--- config.mk ---
export PLATFORM = sky130hd
export DESIGN_NAME = kdh_debounce
export DESIGN_NICKNAME = d
export VERILOG_FILES = /design/src/design/keypad_debounce_hold_detect_assert.svh /design/src/design/kdh_pkg.sv /design/src/design/kdh_debounce.sv
export SDC_FILE = /design/constraint.sdc
export NUM_CORES = 1
export LEC_CHECK = 0
export BUFFER_PORTS_ARGS = -buffer_cell sky130_fd_sc_hd__buf_2
export CORE_MARGIN = 8
export CORE_UTILIZATION = 35
export DETAILED_ROUTE_END_ITERATION = 16
export REMOVE_ABC_BUFFERS = 1
export SLEW_MARGIN = 20
export SYNTH_ARGS = -nofsm -noshare
export SYNTH_HDL_FRONTEND = slang
export SYNTH_SLANG_ARGS = --single-unit
--- constraint.sdc ---
create_clock -name i_clk -period 1.7 [get_ports i_clk]
set_input_delay 0.085 -clock i_clk [delete_from_list [all_inputs] [get_ports i_clk]]
set_output_delay 0.085 -clock i_clk [all_outputs]
set_load 0.1 [all_outputs]
--- src/design/keypad_debounce_hold_detect_assert.svh ---
// Assertion macros for the keypad debounce block.
// Pulled into the top-level design file by include; no other dependencies.
`ifndef KEYPAD_DEBOUNCE_HOLD_DETECT_ASSERT_SVH
`define KEYPAD_DEBOUNCE_HOLD_DETECT_ASSERT_SVH

// Same-cycle implication, disabled while reset is low
`define KDH_ASSERT_IMPLY(label, clk, rst_n, ante, cons) \
    label: assert property (@(posedge clk) disable iff (!rst_n) (ante) |-> (cons)) \
        else $error("keypad debounce check failed");

// Next-cycle implication, disabled while reset is low
`define KDH_ASSERT_NEXT(label, clk, rst_n, ante, cons) \
    label: assert property (@(posedge clk) disable iff (!rst_n) (ante) |=> (cons)) \
        else $error("keypad debounce check failed");

`endif

--- src/design/kdh_pkg.sv ---
// Shared types and constants of the keypad debounce and hold detector.
// No dependencies; imported by the interfaces and all modules.
package kdh_pkg;

    localparam int KEY_W   = 5;
    localparam int AUX_W   = 4;
    localparam int COMBO_W = 8;
    localparam int STEP_W  = 16;
    localparam int SIZE_W  = 7;
    localparam int CFG_IDX_W  = 2;
    localparam int CFG_DATA_W = 16;

    // Key bit positions, active low
    localparam int KEY_UP    = 0;
    localparam int KEY_RIGHT = 1;
    localparam int KEY_ENTER = 2;
    localparam int KEY_LEFT  = 3;
    localparam int KEY_DOWN  = 4;

    localparam logic [SIZE_W-1:0]  STEP_FINE   = 7'd10;
    localparam logic [SIZE_W-1:0]  STEP_COARSE = 7'd100;

    localparam logic [COMBO_W-1:0] COMBO_LIMIT_RST  = 8'd170;
    localparam logic [STEP_W-1:0]  STEP_LIMIT_RST   = 16'd200;
    localparam logic [AUX_W-1:0]   TEST_PATTERN_RST = 4'd5;

    typedef enum logic [CFG_IDX_W-1:0] {
        CFG_COMBO_LIMIT  = 2'd0,
        CFG_STEP_LIMIT   = 2'd1,
        CFG_TEST_PATTERN = 2'd2
    } t_cfg_idx;

    typedef struct packed {
        logic [COMBO_W-1:0] combo_limit;
        logic [STEP_W-1:0]  step_limit;
        logic [AUX_W-1:0]   test_pattern;
    } t_kdh_cfg;

    typedef struct packed {
        logic              fault_mode;
        logic              test_mode;
        logic [SIZE_W-1:0] step_size;
    } t_kdh_flags;

endpackage

--- src/design/kdh_debounce.sv ---
// Vertical-counter debouncer for the five keys, with press edge detection.
// Depends on kdh_pkg.
module kdh_debounce
    import kdh_pkg::*;
(
    input  logic             i_clk,
    input  logic             i_rst_n,
    input  logic             i_en,
    input  logic [KEY_W-1:0] i_sample,
    output logic [KEY_W-1:0] o_keys,
    output logic [KEY_W-1:0] o_pressed
);

    logic             r_loaded;
    logic [KEY_W-1:0] r_deb;
    logic [KEY_W-1:0] r_c0;
    logic [KEY_W-1:0] r_c1;
    logic [KEY_W-1:0] r_c2;

    logic [KEY_W-1:0] w_base;
    logic [KEY_W-1:0] w_delta;
    logic [KEY_W-1:0] n_c0;
    logic [KEY_W-1:0] n_c1;
    logic [KEY_W-1:0] n_c2;
    logic [KEY_W-1:0] n_deb;

    // Load the sample on the first tick, then count differing samples
    always_comb begin
        w_base  = r_loaded ? r_deb : i_sample;
        w_delta = i_sample ^ w_base;
        n_c2    = (r_c2 ^ (r_c1 & r_c0)) & w_delta;
        n_c1    = (r_c1 ^ r_c0) & w_delta;
        n_c0    = ~r_c0 & w_delta;
        n_deb   = w_base ^ (n_c0 & n_c1 & n_c2);
    end

    // The held debounced level doubles as the previous tick's level
    assign o_keys    = n_deb;
    assign o_pressed = r_deb & ~n_deb;

    // Advance the counters once per processed tick
    always_ff @(posedge i_clk) begin
        if (!i_rst_n) begin
            r_loaded <= 1'b0;
            r_deb    <= '0;
            r_c0     <= '0;
            r_c1     <= '0;
            r_c2     <= '0;
        end else if (i_en) begin
            r_loaded <= 1'b1;
            r_deb    <= n_deb;
            r_c0     <= n_c0;
            r_c1     <= n_c1;
            r_c2     <= n_c2;
        end
    end

endmodule

---- Yosys cells after proc, flatten, opt, wreduce, memory -nomap -nowiden ----
Cells that the tools add are included.
cells by class
  muxes and demuxes ....................... 1
  bitwise gates (word level) .............. 13
operators with widths
  operator       number
  $and A5 B5 Y5  7
  $xor A5 B5 Y5  4
  $not A5 Y5     2
  $mux W5        1
word-level totals
  output and inout port bits .............. 10
  word-level logic and storage cells ...... 19
  register bits ........................... 21
  input port bits ......................... 8

---- Depth between registers and ports, before layout ----
Gate-level depths: netlist (run 1).
  word-level depth ........................ 8
  depth in mapped cells ................... 5
  gate-level depth less buffers ........... 4

---- Least setup slack after synthesis (run 1) ----
OpenSTA, ideal clock, no wires.
  path type ............................... register to output
  start point ............................. reg r_c0[0]
  end point ............................... out o_pressed[0]
  required time ........................... 1615 ps
  slack ................................... -164 ps
  arrival ................................. 1779 ps
  cell stages (with the launch flop) ...... 5
  buffers on the path ..................... 0
  cells stage by stage .................... dfxtp_1 > ha_1 > xnor2_1 > o31ai_1 > and3b_1
between the ends
  cells in the longest elaborated chain, start to end .. 7
  elaborated cells between the ends (all ways) .. 12
  those cells by class .................... bitwise (12)
ends and longest elaborated chain
  item                                     RTL line                                RTL
  start, declared                          kdh_debounce.sv:16                      logic [KEY_W-1:0] r_c0;
  start signal, assigned                   kdh_debounce.sv:52                      r_c0 <= n_c0;
  $xor A5 B5 Y5 (tied with other cells)    kdh_debounce.sv:32                      n_c1 = (r_c1 ^ r_c0) & w_delta;
  $and A5 B5 Y5 (tied with other cells)    kdh_debounce.sv:32
  $and A5 B5 Y5, on equally long branches  kdh_debounce.sv:34, kdh_debounce.sv:31
  $and A5 B5 Y5 *                          kdh_debounce.sv:34                      n_deb = w_base ^ (n_c0 & n_c1 & n_c2);
  $xor A5 B5 Y5 *                          kdh_debounce.sv:34
  $not A5 Y5 *                             kdh_debounce.sv:39                      assign o_pressed = r_deb & ~n_deb;
  $and A5 B5 Y5 *                          kdh_debounce.sv:39
  end, declared                            kdh_debounce.sv:11                      output logic [KEY_W-1:0] o_pressed
Mark *: on every way between the ends. The rest lies on a longest branch, timed or not.

---- Worst setup path after layout (run 1) ----
  start point ............................. reg r_c1[1]
  end point ............................... out o_pressed[1]
between the ends
  cells in the longest elaborated chain, start to end .. 7
  elaborated cells between the ends (all ways) .. 10
  those cells by class .................... bitwise (10)
ends and longest elaborated chain
  item                                                   RTL line                                RTL
  start, declared                                        kdh_debounce.sv:17                      logic [KEY_W-1:0] r_c1;
  start signal, assigned                                 kdh_debounce.sv:53                      r_c1 <= n_c1;
  $xor A5 B5 Y5 / $and A5 B5 Y5 (equally long branches)  kdh_debounce.sv:32, kdh_debounce.sv:31
  $and A5 B5 Y5 / $xor A5 B5 Y5 (equally long branches)  kdh_debounce.sv:32, kdh_debounce.sv:31
  $and A5 B5 Y5, on equally long branches                kdh_debounce.sv:34, kdh_debounce.sv:31
  $and A5 B5 Y5 *                                        kdh_debounce.sv:34
  $xor A5 B5 Y5 *                                        kdh_debounce.sv:34
  $not A5 Y5 *                                           kdh_debounce.sv:39
  $and A5 B5 Y5 *                                        kdh_debounce.sv:39
Marked as above.

==> results.cfg, run 1 <==
[run_status]
status = finished, violations left
violations = negative setup slack

[critical_path]
crit_fanout = 2
path_cells = ha_4 -> inv_4 -> o31ai_4 -> buf_4 -> and3b_2 -> buf_12
critPathLaunchType = flip-flop
reg2reg_depth = 4
path_buf_inv = 3
end_kind = output port
crit_cells = 6
cp_slowest_stage_delay_ns = 0.36
crit_type = reg -> out
crit_slowest_cell = dfxtp_2
crit_family = buffers and inverters
critPathArrivalTime_ns = 1.76
worstPathRequired_ns = 1.62

[yosys]
yosysWarnings = 0
yosysSeqAreaShare_pct = 32.9
synth-edff-count = 0
synthTopCellsByArea = dfxtp_1, nand2_1, nor2b_1
synth_cell_types = 29
synth_top_area_share_pct = 32.9
yosys-top-cells-count = dfxtp_1, nand2_1, nor2b_1, a21boi_0, and3b_1
synthCells = 138
ys_async_sr_fraction_pct = 0
synth_area_leader_cell = dfxtp_1
synth_ff_type = dfxtp_1
syn_area_per_cell_sq_um = 9.27
synth-seq-cells = 21
syn-cell-area_sq_um = 1280

[place]
io_buffer_count = 17
dpl.hpwl_mm = 2.01
globalplace.congestion = 0.703
dpl_cell_area_sq_um = 1540

[die]
core_sq_um = 3580
dieWidth_um = 76.4
dieArea_sq_um = 5840
ioPinCount = 18
start_util_pct = 35.7
die_y_um = 76.4
rows = 22

[drt]
vias = 1126
wl_per_cell_um = 14.3
drt_iter0_markers = 54
dr.pass1.iters = 4
ant_nets = 0
routed_wl_mm = 3.13
drc = 0
via_per_inst = 5.17

[power_and_ir_drop]
clkPwrFrac_pct = 21.6
p_leak_nw = 0.765
p_switching_mw = 0.388
finalPower_mw = 1.13
combPwrFrac_pct = 31.9
p_per_area_nw_per_um2 = 580
switching_share_pct = 34.3
p_seq_share_pct = 46.4
power.internal_mw = 0.743
ir_drop_mv = 0.323

[global_route]
grt_remaining_overflow = 0
grt_pass1_wl_mm = 5.33
grt_pass1_vias = 1175
antenna_found_initial = 0
grt_max_degree = 33
grt_usage_pct = 10.6

[cells_and_area]
ff_latch_area_sq_um = 433
final_nets = 184
fillers = 333
area_growth_pct = 52.3
drive_above_1_share_pct = 48.8
multi_input_area_sq_um = 1030
antenna_cells = 0
design_area_sq_um = 1950

[sta]
fin_setup_tns_ns = -0.805
finalHoldViolCount = 0
timing.final.ws_setup_ns = -0.146
tightest_slew_ns = 0.504
fmax_mhz = 542
slew_violations = 0
setup_viol = 10
fin_skew_ns = 0.00347
finalCriticalPeriod_ns = 1.85
fin_crit_sh_pct = 109
slew_headroom_pct = 66.4
whs_ns = 0.0501
rsz0062_at_grt = yes

[cts]
h-tree-depth = 1
clk_latency_ns = 0.30
clk_pin_slew_ns = 0.12
root_buffer = clkbuf_4
cts_sinks = 21
numCtsBuffers = 3
clockBufferDepth = 2
ctsHoldBuffers = 0
cts_tree = yes

[min_path]
hold_path_depth = 3
min_path_type = in -> reg

[job]
drv_cap = 0
## worst min-delay path, stage by stage
cell and delay, ns:
buf_2 0.12, nand2_1 0.05, mux2i_1 0.05
## final timing paths
kind / startpoint / end / slack, ns
worst max-delay path: r_c1[1] / o_pressed[1] / -0.15
worst min-delay path: i_sample[2] / r_deb[2] / 0.05
worst max register to register: r_loaded / r_c0[1] / 0.10
worst min register to register: r_c1[4] / r_c1[4] / 0.51
## cell families (layout without fill, tap and decap cells)
group | Yosys count | after routing | share of synthesized area [%]
multiplexers | 10 | 10 | 8.32
AO/OA/AOI/OAI | 26 | 26 | 18.9
XOR/XNOR | 10 | 10 | 6.85
adder cells (fa/ha/maj) | 5 | 5 | 4.89
buffers and inverters | 13 | 45 | 4.70
flip-flops | 21 | 21 | 32.9
AND/OR/NAND/NOR | 53 | 53 | 23.5
## per-stage QoR
| step | utilization (%) | instances | setup slack, ns |
|---|---|---|---|
| global placement | 42.9 | 206 | -0.0296 |
| global route | 54.4 | 218 | -0.205 |
| finish | 54.4 | 218 | -0.146 |
| CTS | 53.4 | 216 | -0.162 |
| detailed placement | 42.9 | 206 | -0.0556 |
| floorplan | - | 131 | -0.164 |
## layout by cell type (no fill, tap or decap), drive strengths merged
cell type and count:
o31ai 5, and4b 1, o211ai 1, nand2 21, xnor2 5, nand4 1, a32oi 4, nor2b 12
dfxtp 21, o2111ai 4, mux2i 5, nand3 5, ha 5, a21boi 6, buf 35, clkbuf 4
nand4b 1, and3b 6, o21a 1, xor2 5, or2b 1, nand3b 4, and2 1, mux2 5
o41ai 5, inv 6
## cell type report
cell class | instances | share of cell area (%)
multi-input cells | 104 | 52.7
clock buffers | 4 | 1.35
inverters | 6 | 1.67
repair buffers | 35 | 19.0
flip-flops and latches | 21 | 22.2
well taps | 48 | 3.08
## registers in the layout, indices dropped and copies added (netlist names)
name / count
r_c0: 5
r_c1: 5
r_c2: 5
r_deb: 5
r_loaded: 1
## power groups by stage
stage | clock (mW) | combinational, mW | sequential [mW]
floorplan | 0 | 0.194 | 0.532
global placement | 0 | 0.273 | 0.529
detailed placement | 0 | 0.279 | 0.530
CTS | 0.257 | 0.355 | 0.524
global route | 0.271 | 0.379 | 0.527
finish | 0.245 | 0.361 | 0.525
## routing by layer
layer / up-vias / GRT usage, % / part of all wire, %
li1: 564 / - / -
met1: 544 / 11.7 / 43
met2: 16 / 19.5 / 53
met3: 2 / 2.48 / 3.8
met4: 0 / 3.46 / 0.38
met5: - / 0 / 0
## timing repair
item                                    in CTS  in global routing
hold endpoints to repair                     0                  0
buffers inserted                             6                  2
endpoints found under the setup margin      10                 10
pin swaps                                   12                 12
gates resized for setup                     68                  7
Power figures use the tool's default switching activity.
==> inputs of run 2 (changes only) <==
- clock period: 1.7 -> 1.6 ns (I/O delays scaled with it)
==> results.cfg, run 2 (synthesis gave the netlist of run 1 again) <==
[sta]
setup_viol = 10
fin_crit_sh_pct = 114
slew_headroom_pct = 65.9
tightest_slew_ns = 0.511
fin_skew_ns = 0.00418
rsz0062_at_grt = yes
whs_ns = 0.0389
timing.final.ws_setup_ns = -0.228
slew_violations = 0
fmax_mhz = 547
finalHoldViolCount = 0
finalCriticalPeriod_ns = 1.83

[cells_and_area]
fin_util_pct = 56.0
layout_common_cells = buf_4, nand2_1, nor2b_1
area_growth_pct = 56.8
fillers = 307
final_common_cell = buf_4
drive_above_1_share_pct = 51.1
layoutNonFillerInstCount = 230
ff_latch_area_sq_um = 437
antenna_cells = 0
multi_input_area_sq_um = 992
final_nets = 196

[run_status]
violations = negative setup slack
status = finished, violations left

[drt]
wl_per_cell_um = 14.4
drc = 0
via_per_inst = 5.04
drt_iter0_markers = 58
vias = 1159
dr.pass1.iters = 4
ant_nets = 0
routed_wl_mm = 3.30

[place]
dpl.hpwl_mm = 2.14
pre_cts_ws_ns = -0.131
dp.cells = 218
io_buffer_count = 17
globalplace.congestion = 0.737

[cts]
h-tree-depth = 1
cts_sinks = 21
clockBufferDepth = 2
root_buffer = clkbuf_4
clk_latency_ns = 0.31
clk_pin_slew_ns = 0.12
ctsHoldBuffers = 0
cts_tree = yes
numCtsBuffers = 3

[min_path]
min_to = r_deb[2]
min_path_type = in -> reg
hold_path.startpoint = i_sample[2]
hold_path_depth = 3

[power_and_ir_drop]
p_per_area_nw_per_um2 = 607
ir_drop_mv = 0.309
p_leak_nw = 0.821
finalPower_mw = 1.22

[die]
rows = 22
dieArea_sq_um = 5840
die_y_um = 76.4
dieWidth_um = 76.4
start_util_pct = 35.7
core_sq_um = 3580
ioPinCount = 18

[critical_path]
reg2reg_depth = 6
crit_fanout = 2
reg2reg_from = r_c1[1]
end_kind = output port
rrSetupSlack_ns = 0.07
crit_type = reg -> out
reg2reg_to = r_deb[1]
worstPathRequired_ns = 1.52
critPathLaunchType = flip-flop
critPathArrivalTime_ns = 1.75

[global_route]
antenna_found_initial = 0
grt_max_degree = 33
grt_pass1_wl_mm = 5.49
grt_usage_pct = 11.1
grt_remaining_overflow = 0
grt_pass1_vias = 1195

[job]
drv_cap = 0
[run 2: cell types whose count changed in the layout (fill, tap and decap cells not counted), sizes merged]
| cell | previous run | this run |
|---|---|---|
| buf | 35 | 47 |
[run 2: repair_timing]
action                                  CTS  global route
endpoints found under the setup margin   10            15
buffers inserted                          4             4
pin swaps                                 8            11
resized for setup                        61            10
[run 2: cell type report]
cell class | count | share of cell area, %
inverters | 6 | 1.50
clock buffers | 4 | 1.31
multi-input cells | 104 | 49.5
well taps | 48 | 2.99
flip-flops and latches | 21 | 21.8
repair buffers | 47 | 23.0
[run 2: how the worst max path moves through the flow]
| stage | start | end | slack, ns | cells after the start |
|---|---|---|---|---|
| 2_1_floorplan | r_c0[0] | o_pressed[0] | -0.26 | 4 |
| 3_5_place_dp | r_c0[3] | o_keys[3] | -0.13 | 5 |
| 3_3_place_gp | r_c0[3] | o_keys[3] | -0.11 | 5 |
| 5_1_grt | r_c1[1] | o_keys[1] | -0.28 | 5 |
| 6_report | r_c1[1] | o_keys[1] | -0.23 | 5 |
| 4_1_cts | r_c1[4] | o_keys[4] | -0.25 | 5 |
[run 2: layer usage]
metal,routed length (um),global-route usage (%),share of wire (%),vias up
met5,0,0,0,-
met4,30,3.85,0.91,0
met3,96,2.12,2.9,4
met2,1680,19.8,51,16
met1,1490,12.7,45,554
li1,-,-,-,585
[run 2: critical path, stage by stage, from the launching register on]
cell     delay, ns
dfxtp_4       0.38
ha_4          0.28
inv_4         0.04
o31ai_4       0.24
mux2_4        0.34
buf_12        0.17
[run 2: per-stage QoR]
stage               instance area (sq um)  setup TNS, ns
global placement                     1630         -0.288
floorplan                            1240          -1.28
global route                         2010          -2.16
detailed placement                   1630         -0.526
CTS                                  1960          -1.95
finish                               2010          -1.64
[run 2: power breakdown]
group	switching, mW	internal (mW)
Clock	0.171	0.0972
Sequential	0.0249	0.538
Combinational	0.228	0.160
Total	0.423	0.795
