## src/design/keypad_debounce_hold_detect_assert.svh

```systemverilog
// Assertion macros for the keypad debounce block.
// Pulled into the top-level design file by include; no other dependencies.
`ifndef KEYPAD_DEBOUNCE_HOLD_DETECT_ASSERT_SVH
`define KEYPAD_DEBOUNCE_HOLD_DETECT_ASSERT_SVH

// Same-cycle implication, disabled while reset is low
`define KDH_ASSERT_IMPLY(label, clk, rst_n, ante, cons) \
    label: assert property (@(posedge clk) disable iff (!rst_n) (ante) |-> (cons)) \
        else $error("keypad debounce check failed");

// Next-cycle implication, disabled while reset is low
`define KDH_ASSERT_NEXT(label, clk, rst_n, ante, cons) \
    label: assert property (@(posedge clk) disable iff (!rst_n) (ante) |=> (cons)) \
        else $error("keypad debounce check failed");

`endif

```

## src/design/kdh_pkg.sv

```systemverilog
// Shared types and constants of the keypad debounce and hold detector.
// No dependencies; imported by the interfaces and all modules.
package kdh_pkg;

    localparam int KEY_W   = 5;
    localparam int AUX_W   = 4;
    localparam int COMBO_W = 8;
    localparam int STEP_W  = 16;
    localparam int SIZE_W  = 7;
    localparam int CFG_IDX_W  = 2;
    localparam int CFG_DATA_W = 16;

    // Key bit positions, active low
    localparam int KEY_UP    = 0;
    localparam int KEY_RIGHT = 1;
    localparam int KEY_ENTER = 2;
    localparam int KEY_LEFT  = 3;
    localparam int KEY_DOWN  = 4;

    localparam logic [SIZE_W-1:0]  STEP_FINE   = 7'd10;
    localparam logic [SIZE_W-1:0]  STEP_COARSE = 7'd100;

    localparam logic [COMBO_W-1:0] COMBO_LIMIT_RST  = 8'd170;
    localparam logic [STEP_W-1:0]  STEP_LIMIT_RST   = 16'd200;
    localparam logic [AUX_W-1:0]   TEST_PATTERN_RST = 4'd5;

    typedef enum logic [CFG_IDX_W-1:0] {
        CFG_COMBO_LIMIT  = 2'd0,
        CFG_STEP_LIMIT   = 2'd1,
        CFG_TEST_PATTERN = 2'd2
    } t_cfg_idx;

    typedef struct packed {
        logic [COMBO_W-1:0] combo_limit;
        logic [STEP_W-1:0]  step_limit;
        logic [AUX_W-1:0]   test_pattern;
    } t_kdh_cfg;

    typedef struct packed {
        logic              fault_mode;
        logic              test_mode;
        logic [SIZE_W-1:0] step_size;
    } t_kdh_flags;

endpackage

```

## src/design/kdh_hold.sv

```systemverilog
// Long-hold detection: fault-menu and test toggles, step size alternation.
// Depends on kdh_pkg.
module kdh_hold
    import kdh_pkg::*;
(
    input  logic             i_clk,
    input  logic             i_rst_n,
    input  logic             i_en,
    input  logic [KEY_W-1:0] i_keys,
    input  logic [AUX_W-1:0] i_aux,
    input  t_kdh_cfg         i_cfg,
    output t_kdh_flags       o_flags
);

    logic [COMBO_W-1:0] r_fault_cnt;
    logic [COMBO_W-1:0] r_test_cnt;
    logic [STEP_W-1:0]  r_step_cnt;
    logic               r_fault;
    logic               r_test;
    logic [SIZE_W-1:0]  r_step;

    logic [COMBO_W-1:0] n_fault_cnt;
    logic [COMBO_W-1:0] n_test_cnt;
    logic [STEP_W-1:0]  n_step_cnt;
    logic [STEP_W-1:0]  w_step_inc;
    logic               n_fault;
    logic               n_test;
    logic [SIZE_W-1:0]  n_step;
    logic               w_lr_held;
    logic               w_ud_held;
    logic               w_any_ud;

    always_comb begin
        w_lr_held = !i_keys[KEY_LEFT] && !i_keys[KEY_RIGHT];
        w_ud_held = !i_keys[KEY_UP] && !i_keys[KEY_DOWN];
        w_any_ud  = !i_keys[KEY_UP] || !i_keys[KEY_DOWN];

        // Fault menu: left plus right held past the combo limit
        n_fault     = r_fault;
        n_fault_cnt = '0;
        if (w_lr_held) begin
            if (r_fault_cnt > i_cfg.combo_limit) begin
                n_fault = ~r_fault;
            end else begin
                n_fault_cnt = r_fault_cnt + 1'b1;
            end
        end

        // Test mode: up plus down held with the aux pattern present
        n_test     = r_test;
        n_test_cnt = '0;
        if (w_ud_held && (i_aux == i_cfg.test_pattern)) begin
            if (r_test_cnt > i_cfg.combo_limit) begin
                n_test = ~r_test;
            end else begin
                n_test_cnt = r_test_cnt + 1'b1;
            end
        end

        // Step size: count first, then compare against the limit
        w_step_inc = w_any_ud ? (r_step_cnt + 1'b1) : '0;
        n_step     = r_step;
        n_step_cnt = w_step_inc;
        if (w_step_inc > i_cfg.step_limit) begin
            n_step     = (r_step == STEP_FINE) ? STEP_COARSE : STEP_FINE;
            n_step_cnt = '0;
        end
    end

    assign o_flags.fault_mode = n_fault;
    assign o_flags.test_mode  = n_test;
    assign o_flags.step_size  = n_step;

    // Hold counters and flags per processed tick
    always_ff @(posedge i_clk) begin
        if (!i_rst_n) begin
            r_fault_cnt <= '0;
            r_test_cnt  <= '0;
            r_step_cnt  <= '0;
            r_fault     <= 1'b0;
            r_test      <= 1'b0;
            r_step      <= '0;
        end else if (i_en) begin
            r_fault_cnt <= n_fault_cnt;
            r_test_cnt  <= n_test_cnt;
            r_step_cnt  <= n_step_cnt;
            r_fault     <= n_fault;
            r_test      <= n_test;
            r_step      <= n_step;
        end
    end

endmodule

```

## config.mk

```make
export PLATFORM = sky130hd
export DESIGN_NAME = kdh_hold
export DESIGN_NICKNAME = d
export VERILOG_FILES = /design/src/design/keypad_debounce_hold_detect_assert.svh /design/src/design/kdh_pkg.sv /design/src/design/kdh_hold.sv
export SDC_FILE = /design/constraint.sdc
export NUM_CORES = 1
export LEC_CHECK = 0
export BUFFER_PORTS_ARGS = -buffer_cell sky130_fd_sc_hd__buf_4
export CAP_MARGIN = 40
export CORE_MARGIN = 4
export CORE_UTILIZATION = 52
export CTS_CLUSTER_SIZE = 16
export DETAILED_ROUTE_END_ITERATION = 7
export PLACE_DENSITY_LB_ADDON = 0.1
export SYNTH_ARGS = -nofsm -noshare
export SYNTH_HDL_FRONTEND = slang
export SYNTH_SLANG_ARGS = --single-unit
```

## constraint.sdc

```tcl
create_clock -name i_clk -period 2.9 [get_ports i_clk]
set_clock_uncertainty 0.05 [all_clocks]
set_input_delay 0 -clock i_clk [delete_from_list [all_inputs] [get_ports i_clk]]
set_output_delay 0 -clock i_clk [all_outputs]
set_load 0.1 [all_outputs]
```

Word-level counts from Yosys, hierarchy flattened
Cells that the tools add are included.
{"block": "totals", "word_cells": 36, "regBits": 41, "input_bits": 40, "output_inout_bits": 9}
{"block": "op_classes", "n_lt_le_gt_ge": 3, "add_sub_neg": 3, "reduce_logical": 8, "n_eq_ne": 2, "bitwise_logic": 2, "n_mux": 12}
{"operator": "16-bit 2-to-1 mux", "n": 2}
{"operator": "8-bit 2-to-1 mux", "n": 4}
{"operator": "16-bit by 1-bit adder with 16-bit output (second input constant)", "n": 1}
{"operator": "8-bit by 1-bit adder with 8-bit output (second input constant)", "n": 2}
{"operator": "16-bit greater-than comparator", "n": 1}
{"operator": "8-bit greater-than comparator", "n": 2}
{"operator": "7-bit 2-to-1 mux", "n": 2}
{"operator": "7-bit by 4-bit == test with 1-bit output (second input constant)", "n": 1}
{"operator": "4-bit == test", "n": 1}
{"operator": "1-bit zero test", "n": 4}
{"operator": "1-bit 2-to-1 mux", "n": 4}
{"operator": "1-bit logical AND", "n": 3}
{"operator": "1-bit inverter", "n": 2}
{"operator": "1-bit logical OR", "n": 1}

Longest topological paths before layout
Gate-level depths: netlist of the first run.
{"block": "logic_depth", "ltp_word": 5, "ltp_mapped": 15, "mapped_depth_nobuf": 14}

Least setup slack after synthesis of the first run
Ideal clock, no wire load.
{"block": "synth_path", "path_kind": "register to output", "startpoint": "reg r_step_cnt[0]", "endpoint": "out o_flags[1] (netlist bit)", "path_buffers": 0, "stages_incl_launch_ff": 14, "required_time_ns": 2.850, "arrival_time_ns": 3.741, "setup_slack_ns": -0.891, "path_cell_list": "dfxtp_1 > ha_1 > nand3_1 > nor3_1 > nand2_1 > and2_1 > o21a_1 > ha_1 > nand4_1 > nor4_1 > a21bo_2 > nand3_2 > a21oi_1 > nor2_1"}
{"element": "from (decl)", "line": "kdh_hold.sv:17", "rtl": "logic [STEP_W-1:0] r_step_cnt;"}
{"element": "from (signal assigned)", "line": "kdh_hold.sv:86", "rtl": "r_step_cnt <= n_step_cnt;"}
{"element": "to (decl)", "line": "kdh_hold.sv:12", "rtl": "output t_kdh_flags o_flags"}

==> impl_metrics.ini, run 1 <==
[run_status]
status = complete, but fails checks
failed_checks = setup timing

[sta]
finalSetupViolations = 30
timing.hold.ws_ns = 0.0514
post-route-period-util_pct = 118
headroom_to_the_max_slew_limit_pct = 67.5
setup_ws_ns = -0.525
worstMarginPinSlew_ns = 0.485
rsz_0062_raised_after_global_routing = yes
fin_tns_setup_ns = -11.67
hold_viol = 0
finalMaxSlewViolations = 0
period_needed_ns = 3.42
achievable-frequency_mhz = 292

[place]
port_buffers = 47
dp_cells = 508
placement.setup.worst_slack_ns = -0.330
postPlaceCellArea_um2 = 3700
dp.final_hpwl_mm = 5.58
gpl.final_weighted_congestion = 0.826

[floorplan]
io-pin-count = 49
floorplan.initialDensity_pct = 54.2
x_dimension_of_the_die_um = 84.0
floorplan.die.height_um = 84.0
die-area_um2 = 7060
design.core.area_um2 = 5540
fp-row-count = 27

[global_routing]
grt_util_all_layers_pct = 22.2
grt_overflow = 0
grt_first_pass_wirelength_mm = 13.0
grt_pass1_vias = 2854
grt_start_max_net_pins = 28
antenna_found_initial = 0

[pwr]
leakage_nw = 1.89
power_mw = 1.10
power-per-cell-area_nw_per_um2 = 269
irDropWorstVdd_uv = 264

[yosys]
ys.warnings.count = 0
synth-edff-count = 0
postSynthAreaPerCell_um2 = 8.01
synthDistinctLibCells = 51
async_set_or_reset_flop_fraction_in_the_synthesized_netlist_pct = 0
synthesis.area_um2 = 3000
post_synth_inst_count = 375
synth-seq-cells = 41
synth_flop_cell = sky130_fd_sc_hd__dfxtp_1
synth.net_count = 450
synth-seq-area-share_pct = 27.3

[final_layout]
multi_input_comb_area_um2 = 2150
fill_cells = 407
area_growth_syn_to_layout_pct = 36.4
layout-drive-gt1-share_pct = 29.8
num_antenna_cells = 0
final_core_util_pct = 73.9
layoutNonFillerInstCount = 529
regArea_um2 = 830
postLayoutCellArea_um2 = 4100
final_nets = 533

[run]
max_cap_viol_count = 0

[critical_path]
data_required_time_at_the_worst_endpoint_ns = 2.85
path_max_fanout = 3
setup.worst_path.end_class = output port
critical_path_arrival_ns = 3.37
timing_worst_setup_path_type = reg2out
crit_path_start_kind = flop

[clocking]
root_buffer = sky130_fd_sc_hd__clkbuf_8
skew_pair_late_insertion_delay_ns = 0.31
tritoncts.num_buffers = 5
tritoncts_clock_tree = done
clkTransAtPathRegs_ns = 0.09
htreeDepth = 2
buffers_from_clock_root_to_sink_at_most = 2
clock_sink_count = 41

[detailed_routing]
number_of_violations_reported_at_the_end_of_detailed_routing_iteration_0 = 184
detail_route.wl_per_cell_um = 14.8
drc_viols = 0
detailroute.via_count = 3012
drt_pre_antenna_iters = 4
ant_nets = 0
post_drt_via_cell_ratio = 5.69
totalWireLength_mm = 7.83

[min_path]
min-delay-path-class = in2reg
## registers in the layout, indices dropped and copies added, names as in the netlist
register / flops
r_test_cnt: 8
r_fault: 1
r_step_cnt: 16
r_fault_cnt: 8
r_step: 7
r_test: 1
## worst max-delay path, cell delays in order (launching register included)
cell	delay [ns]
sky130_fd_sc_hd__dfxtp_2	0.34
sky130_fd_sc_hd__and3_4	0.19
sky130_fd_sc_hd__nand4_1	0.13
sky130_fd_sc_hd__nor3_2	0.27
sky130_fd_sc_hd__nand4_1	0.15
sky130_fd_sc_hd__xor2_1	0.17
sky130_fd_sc_hd__nor2_1	0.17
sky130_fd_sc_hd__ha_1	0.29
sky130_fd_sc_hd__nand4_1	0.14
sky130_fd_sc_hd__nor2_1	0.09
sky130_fd_sc_hd__a221oi_2	0.35
sky130_fd_sc_hd__nand3_4	0.14
sky130_fd_sc_hd__buf_4	0.18
sky130_fd_sc_hd__a21oi_1	0.22
sky130_fd_sc_hd__nor2_4	0.06
sky130_fd_sc_hd__buf_12	0.17
## repair_timing
action | in CTS | in global routing
cloned | 2 | 0
setup buffers | 6 | 7
pin swaps | 9 | 10
hold buffers | 0 | 0
endpoints found under the hold margin | 0 | 0
gates resized for setup | 35 | 15
setup endpoints to repair | 30 | 30
## metal layers
| metal | wire length [um] | vias up | GRT usage, % |
|---|---|---|---|
| li1 | - | 1507 | - |
| met1 | 3520 | 1420 | 29.1 |
| met2 | 3720 | 78 | 36.9 |
| met3 | 501 | 7 | 4.54 |
| met4 | 84 | 0 | 6.14 |
| met5 | 0 | - | 0 |
## layout by cell type, fill, tap and decap left out, types with 9 or more instances in the layout
cell type / instances
sky130_fd_sc_hd__o21ai_0: 14
sky130_fd_sc_hd__a22o_1: 14
sky130_fd_sc_hd__buf_4: 71
sky130_fd_sc_hd__nor2_1: 28
sky130_fd_sc_hd__dfxtp_1: 34
sky130_fd_sc_hd__inv_1: 33
sky130_fd_sc_hd__nand3_1: 18
sky130_fd_sc_hd__a21oi_1: 13
sky130_fd_sc_hd__ha_1: 34
sky130_fd_sc_hd__nand2_1: 30
sky130_fd_sc_hd__nor2b_1: 12
sky130_fd_sc_hd__nand4_1: 10
sky130_fd_sc_hd__buf_12: 9
## cell usage after synthesis (all sizes together) (3+ instances only)
library cell | count | area, um2
a211oi | 3 | 27.5
a21boi | 11 | 82.6
a21o | 7 | 52.6
a21oi | 15 | 86.3
a22o | 14 | 123
a31oi | 7 | 43.8
and2 | 6 | 37.5
and3 | 8 | 50.1
buf | 8 | 57.6
clkbuf | 6 | 22.5
dfxtp | 41 | 821
ha | 35 | 438
inv | 33 | 124
nand2 | 32 | 123
nand2b | 3 | 18.8
nand3 | 26 | 140
nand4 | 10 | 62.6
nand4b | 5 | 50.0
nor2 | 32 | 123
nor2b | 12 | 75.1
nor3 | 5 | 36.3
nor4 | 3 | 25.0
o211ai | 3 | 22.5
o21a | 3 | 22.5
o21ai | 17 | 85.1
o41ai | 3 | 26.3
xnor2 | 7 | 61.3
xor2 | 8 | 70.1
## logic make-up (layout without fill, tap and decap cells)
logic type | after synthesis | after routing | synth area share, %
AND/OR/NAND/NOR | 149 | 150 | 26.4
adder cells (fa/ha/maj) | 35 | 35 | 14.6
XOR/XNOR | 15 | 15 | 4.37
AO/OA/AOI/OAI | 88 | 88 | 20.5
flip-flops | 41 | 41 | 27.3
buffers and inverters | 47 | 128 | 6.79
## final cells by class
| cell class | instances | share of cell area (%) |
|---|---|---|
| clock buffers | 5 | 1.68 |
| flip-flops and latches | 41 | 20.3 |
| repair buffers | 89 | 20.3 |
| multi-input cells | 288 | 52.4 |
| inverters | 33 | 3.02 |
| well taps | 72 | 2.20 |
| clock inverters | 1 | 0.122 |
## path summary, 6_finish.rpt
kind | start | slack (ns) | cells after the start | to
worst min register to register | r_step[1] | 0.45 | 2 | r_step[1]
worst max register to register | r_step_cnt[7] | -0.41 | 16 | r_step_cnt[11]
worst max-delay path | r_step_cnt[7] | -0.52 | 15 | o_flags[1]
worst min-delay path | i_keys[0] | 0.05 | 4 | r_step_cnt[0]
## report_power, final
| part | switching [mW] | total [mW] | internal [mW] |
|---|---|---|---|
| Sequential | 0.00193 | 0.567 | 0.565 |
| Clock | 0.207 | 0.366 | 0.159 |
| Combinational | 0.0848 | 0.170 | 0.0849 |
No activity file was read; power rests on OpenSTA's default activity.
==> inputs of run 2 (changes only) <==
CORE_UTILIZATION = 45   (was 52)
clock period = 3.2 ns   (was 2.9 ns; I/O delays follow)
==> run 2 against run 1 <==
  * The run still ends with setup timing left
  * Via count down 1.9%
  * Setup slack improved by 0.27 ns
  * Final cell count unchanged
  * Worst hold slack improved by 0.0035 ns
  * Flip-flop and latch count unchanged
  * Clock power decreased by 7.9%
  * First-iteration DRC count is 52% lower
  * Register-to-register slack improved by 0.17 ns
  * Sequential share of layout area increased by 0.36 points
  * Wire length about the same
  * Sequential power is 9.3% lower
  * Die area rose by 14%
  * Highest routed layer unchanged
==> impl_metrics.ini, run 2 (synthesis gave the netlist of run 1 again) <==
[pwr]
p_comb_share_pct = 14.5
leakage_nw = 1.84
clock_power_share_pct = 33.9
cell_internal_pwr_mw = 0.738
irDropWorstVdd_uv = 175
power.switching_fraction_pct = 25.8
switching_power_mw = 0.257
power_mw = 0.994
power-per-cell-area_nw_per_um2 = 249
power.sequential.fraction_pct = 51.7

[sta]
hold_viol = 0
achievable-frequency_mhz = 289
worstMarginPinSlew_ns = 0.543
rsz_0062_raised_after_global_routing = yes
headroom_to_the_max_slew_limit_pct = 63.8
post-route-period-util_pct = 108
period_needed_ns = 3.46
finalMaxSlewViolations = 0
setup_ws_ns = -0.257
finalSetupViolations = 30

[floorplan]
design.core.area_um2 = 6420
fp-row-count = 29
io-pin-count = 49
floorplan.die.height_um = 89.7
die-area_um2 = 8050
x_dimension_of_the_die_um = 89.7
floorplan.initialDensity_pct = 46.8

[global_routing]
grt_util_all_layers_pct = 18.6
grt_overflow = 0
grt_first_pass_wirelength_mm = 12.7
grt_pass1_vias = 2829
grt_start_max_net_pins = 28
antenna_found_initial = 0

[detailed_routing]
drt_pre_antenna_iters = 4
drc_viols = 0
detailroute.via_count = 2954
ant_nets = 0
post_drt_via_cell_ratio = 5.58
detail_route.wl_per_cell_um = 14.8
number_of_violations_reported_at_the_end_of_detailed_routing_iteration_0 = 88
totalWireLength_mm = 7.83

[final_layout]
fill_cells = 557
mostFrequentLayoutCells = sky130_fd_sc_hd__buf_4, sky130_fd_sc_hd__dfxtp_1, sky130_fd_sc_hd__ha_1
layout-drive-gt1-share_pct = 27.0
largest_register_ffs = 16
top_regs = r_step_cnt (16), r_fault_cnt (8), r_test_cnt (8)
area_growth_syn_to_layout_pct = 33.2
final_nets = 526
final_common_cell = sky130_fd_sc_hd__buf_4
layoutNonFillerInstCount = 529
registers.top_by_ff_count = r_step_cnt
num_antenna_cells = 0

[clocking]
tritoncts_clock_tree = done
skew_pair_late_insertion_delay_ns = 0.29
clock_sink_count = 41
postCtsHoldBufs = 0
clkTransAtPathRegs_ns = 0.08
htreeDepth = 2
buffers_from_clock_root_to_sink_at_most = 2
root_buffer = sky130_fd_sc_hd__clkbuf_8
tritoncts.num_buffers = 5

[critical_path]
crit_path_start_kind = flop
path_max_fanout = 6
setup.worst_path.end_class = output port
timing_worst_setup_path_type = reg2out
data_required_time_at_the_worst_endpoint_ns = 3.15
critical_path_arrival_ns = 3.41

[run]
max_cap_viol_count = 0

[place]
placement.setup.worst_slack_ns = -0.208
gpl.final_weighted_congestion = 0.879
dp.final_hpwl_mm = 5.51
dp_cells = 512
port_buffers = 47

[run_status]
failed_checks = setup timing
status = complete, but fails checks

[min_path]
min-delay-path-class = in2reg
[run 2: final timing paths]
check / from / end / slack, ns / cells past startpoint
max: r_step_cnt[7] / o_flags[3] / -0.26 / 17
min reg2reg: r_step[1] / r_step[1] / 0.43 / 2
max reg2reg: r_step_cnt[1] / r_step_cnt[0] / -0.24 / 18
min: i_rst_n / r_fault_cnt[2] / 0.05 / 2
[run 2: power by group through the flow]
| stage | clock, mW | combinational (mW) | sequential [mW] |
|---|---|---|---|
| final | 0.337 | 0.144 | 0.514 |
| after global routing | 0.360 | 0.161 | 0.514 |
| after CTS | 0.347 | 0.138 | 0.514 |
| after global placement | 0 | 0.133 | 0.526 |
| after floorplan | 0 | 0.0708 | 0.526 |
| after detailed placement | 0 | 0.135 | 0.526 |
[run 2: what timing repair did]
| item | CTS | global route |
|---|---|---|
| setup buffers | 3 | 4 |
| resized for setup | 38 | 15 |
| pin swaps | 9 | 4 |
| setup endpoints to repair | 30 | 30 |
| cloned | 0 | 2 |
[run 2: final cells by class]
class                   count  area, um2  area share, %
repair buffers             82        741           18.5
well taps                  77       96.3           2.41
multi-input cells         288       2130           53.4
inverters                  33        124           3.10
clock buffers               8       80.1           2.00
flip-flops and latches     41        825           20.6
[run 2: through the flow]
step	TNS [ns]	hold WS, ns	instance area (um2)	util (%)
3_3_place_gp	-1.64	0.356	3610	56.2
3_5_place_dp	-3.48	0.366	3610	56.2
4_1_cts	-0.901	0.0565	3880	60.4
5_1_grt	-10.20	0.0643	4000	62.3
2_1_floorplan	-0.284	0.194	3030	-
6_report	-4.26	0.0549	4000	62.3
[run 2: metal layers]
metal | wire length [um] | vias to the layer above | global-route usage [%]
met2 | 3910 | 63 | 32.5
met3 | 304 | 12 | 3.67
met5 | 0 | - | 0
li1 | - | 1494 | -
met1 | 3490 | 1385 | 22.9
met4 | 128 | 0 | 6.00
[run 2: worst max-delay path, stage by stage, from the launching register on]
cell	delay (ns)
sky130_fd_sc_hd__dfxtp_2	0.34
sky130_fd_sc_hd__and3_4	0.19
sky130_fd_sc_hd__nand4_1	0.15
sky130_fd_sc_hd__buf_4	0.20
sky130_fd_sc_hd__nor2_4	0.09
sky130_fd_sc_hd__nand3_2	0.08
sky130_fd_sc_hd__xor2_1	0.14
sky130_fd_sc_hd__nor2_1	0.08
sky130_fd_sc_hd__ha_1	0.33
sky130_fd_sc_hd__nand4_1	0.21
sky130_fd_sc_hd__nor4_4	0.32
sky130_fd_sc_hd__a21bo_2	0.29
sky130_fd_sc_hd__nand3_4	0.10
sky130_fd_sc_hd__nand2_4	0.09
sky130_fd_sc_hd__nor2_4	0.15
sky130_fd_sc_hd__buf_6	0.14
sky130_fd_sc_hd__nor2_4	0.04
sky130_fd_sc_hd__buf_12	0.16
==> inputs of run 3 (changes only) <==
clock period = 2.8 ns   (was 3.2 ns; I/O delays follow)
==> run 3 against run 2 <==
  * Global-route usage up 0.36 points
  * Die area unchanged
  * First-iteration DRC count up 4.5%
  * Power up 19%
  * Largest power group unchanged
  * The run still ends with setup timing left
  * Count of clock-buffer cells in the layout down 1
  * Critical path depth down 1
==> impl_metrics.ini, run 3 (synthesis gave the netlist of run 1 again) <==
[floorplan]
fp-row-count = 29
floorplan.initialDensity_pct = 46.8
io-pin-count = 49
x_dimension_of_the_die_um = 89.7
die-area_um2 = 8050
design.core.area_um2 = 6420
floorplan.die.height_um = 89.7

[sta]
rsz_0062_raised_after_global_routing = yes
setup_ws_ns = -0.700
post-route-period-util_pct = 125
worstMarginPinSlew_ns = 0.476
hold_viol = 0
fin_tns_setup_ns = -15.69
achievable-frequency_mhz = 286
timing.hold.ws_ns = 0.0545
finalMaxSlewViolations = 0
finalSetupViolations = 30
headroom_to_the_max_slew_limit_pct = 68.1
period_needed_ns = 3.50

[pwr]
cell_internal_pwr_mw = 0.889
leakage_nw = 1.90
power.switching_fraction_pct = 24.9
clock_power_share_pct = 36.7
switching_power_mw = 0.295
p_comb_share_pct = 13.6
power.sequential.fraction_pct = 49.7
irDropWorstVdd_uv = 247
power-per-cell-area_nw_per_um2 = 283

[min_path]
hold_depth = 3
min_from = i_rst_n
holdPathEnd = r_step[6]
min-delay-path-class = in2reg

[critical_path]
timing_worst_setup_path_type = reg2out
worstRegToRegCells = 17
worstReg2RegEnd = r_step_cnt[13]
ff2ff_setup_slack_ns = -0.53
path_max_fanout = 4
worst_r2r_startpoint = r_step_cnt[7]
data_required_time_at_the_worst_endpoint_ns = 2.75
critical_path_arrival_ns = 3.45
crit_path_start_kind = flop
setup.worst_path.end_class = output port

[clocking]
root_buffer = sky130_fd_sc_hd__clkbuf_8
tritoncts_clock_tree = done
skew_pair_late_insertion_delay_ns = 0.29
clkTransAtPathRegs_ns = 0.08
buffers_from_clock_root_to_sink_at_most = 2
tritoncts.num_buffers = 5
clock_sink_count = 41
htreeDepth = 2

[run]
max_cap_viol_count = 0

[detailed_routing]
ant_nets = 0
drt_pre_antenna_iters = 4
number_of_violations_reported_at_the_end_of_detailed_routing_iteration_0 = 92
drc_viols = 0
totalWireLength_mm = 7.50
post_drt_via_cell_ratio = 5.46
detail_route.wl_per_cell_um = 13.9
detailroute.via_count = 2952

[final_layout]
final_nets = 538
num_antenna_cells = 0
multi_input_comb_area_um2 = 2180
final_common_cell = sky130_fd_sc_hd__buf_4
layout-drive-gt1-share_pct = 32.3
area_growth_syn_to_layout_pct = 39.1
registers.top_by_ff_count = r_step_cnt
regArea_um2 = 828
final_core_util_pct = 65.1
mostFrequentLayoutCells = sky130_fd_sc_hd__buf_4, sky130_fd_sc_hd__dfxtp_1, sky130_fd_sc_hd__ha_1
top_regs = r_step_cnt (16), r_fault_cnt (8), r_test_cnt (8)
postLayoutCellArea_um2 = 4180
fill_cells = 552
largest_register_ffs = 16

[global_routing]
grt_overflow = 0
antenna_found_initial = 0
grt_util_all_layers_pct = 18.9
grt_first_pass_wirelength_mm = 13.1
grt_start_max_net_pins = 28
grt_pass1_vias = 2921

[place]
placement.setup.worst_slack_ns = -0.576
postPlaceCellArea_um2 = 3790
dp.final_hpwl_mm = 5.66
gpl.final_weighted_congestion = 0.788
port_buffers = 47

[run_status]
failed_checks = setup timing
status = complete, but fails checks
## run 3: changes by cell type in the layout (fill, tap and decap cells not counted), sizes merged
cell | previous run | this run
buf | 81 | 94
clkbuf | 9 | 7
clkinv | 0 | 1
## run 3: critical path: stages (launching register included)
cell and delay (ns):
sky130_fd_sc_hd__dfxtp_2 0.33, sky130_fd_sc_hd__and3_4 0.20, sky130_fd_sc_hd__nand4_1 0.13, sky130_fd_sc_hd__buf_4 0.17, sky130_fd_sc_hd__nor3_2 0.24, sky130_fd_sc_hd__buf_4 0.15
sky130_fd_sc_hd__xnor2_1 0.10, sky130_fd_sc_hd__nor2_1 0.07, sky130_fd_sc_hd__ha_1 0.32, sky130_fd_sc_hd__nand4_1 0.21, sky130_fd_sc_hd__nor4_2 0.25, sky130_fd_sc_hd__a21bo_2 0.29
sky130_fd_sc_hd__nand3_4 0.08, sky130_fd_sc_hd__nand2_4 0.08, sky130_fd_sc_hd__buf_4 0.16, sky130_fd_sc_hd__a21o_4 0.21, sky130_fd_sc_hd__buf_12 0.16
## run 3: final cells by class
cell class / instances / share of cell area, %
inverter: 33 / 2.96
tap: 77 / 2.31
sequential: 41 / 19.8
clock buffer: 7 / 2.31
timing repair buffer: 94 / 20.2
multi-input combinational: 288 / 52.3
clock inverter: 1 / 0.120
## run 3: power by group through the flow
stage	clock network (mW)	logic [mW]	registers (mW)
2_1_floorplan	0	0.0818	0.603
3_3_place_gp	0	0.154	0.602
3_5_place_dp	0	0.157	0.602
4_1_cts	0.445	0.160	0.588
5_1_grt	0.466	0.181	0.589
6_report	0.435	0.161	0.588
## run 3: per-stage QoR
step,instances,power [mW]
6_report,541,1.18
5_1_grt,541,1.24
4_1_cts,537,1.19
3_5_place_dp,522,0.759
3_3_place_gp,522,0.756
2_1_floorplan,375,0.685
## run 3: how the worst max path moves through the flow
stage                       start          to  slack (ns)  cells past startpoint
detailed placement  r_step_cnt[7]  o_flags[3]       -0.58                     16
CTS                 r_step_cnt[7]  o_flags[6]       -0.69                     15
global route        r_step_cnt[7]  o_flags[6]       -0.86                     16
finish              r_step_cnt[7]  o_flags[5]       -0.70                     16
floorplan           r_step_cnt[5]  o_flags[1]       -0.06                     13
global placement    r_step_cnt[7]  o_flags[3]       -0.60                     16
## run 3: per-layer routing
metal / part of all wire [%] / GRT usage [%] / vias to the layer above
met2: 46 / 31.3 / 51
met1: 49 / 25.7 / 1372
li1: - / - / 1521
met4: 0.91 / 3.96 / 0
met5: 0 / 0 / -
met3: 3.8 / 3.76 / 8
## run 3: timing repair
item,4_1_cts,5_1_grt
hold buffers,0,0
pin swaps,12,14
setup endpoints to repair,30,30
buffers inserted,6,5
gates resized for setup,38,17
cloned,1,0
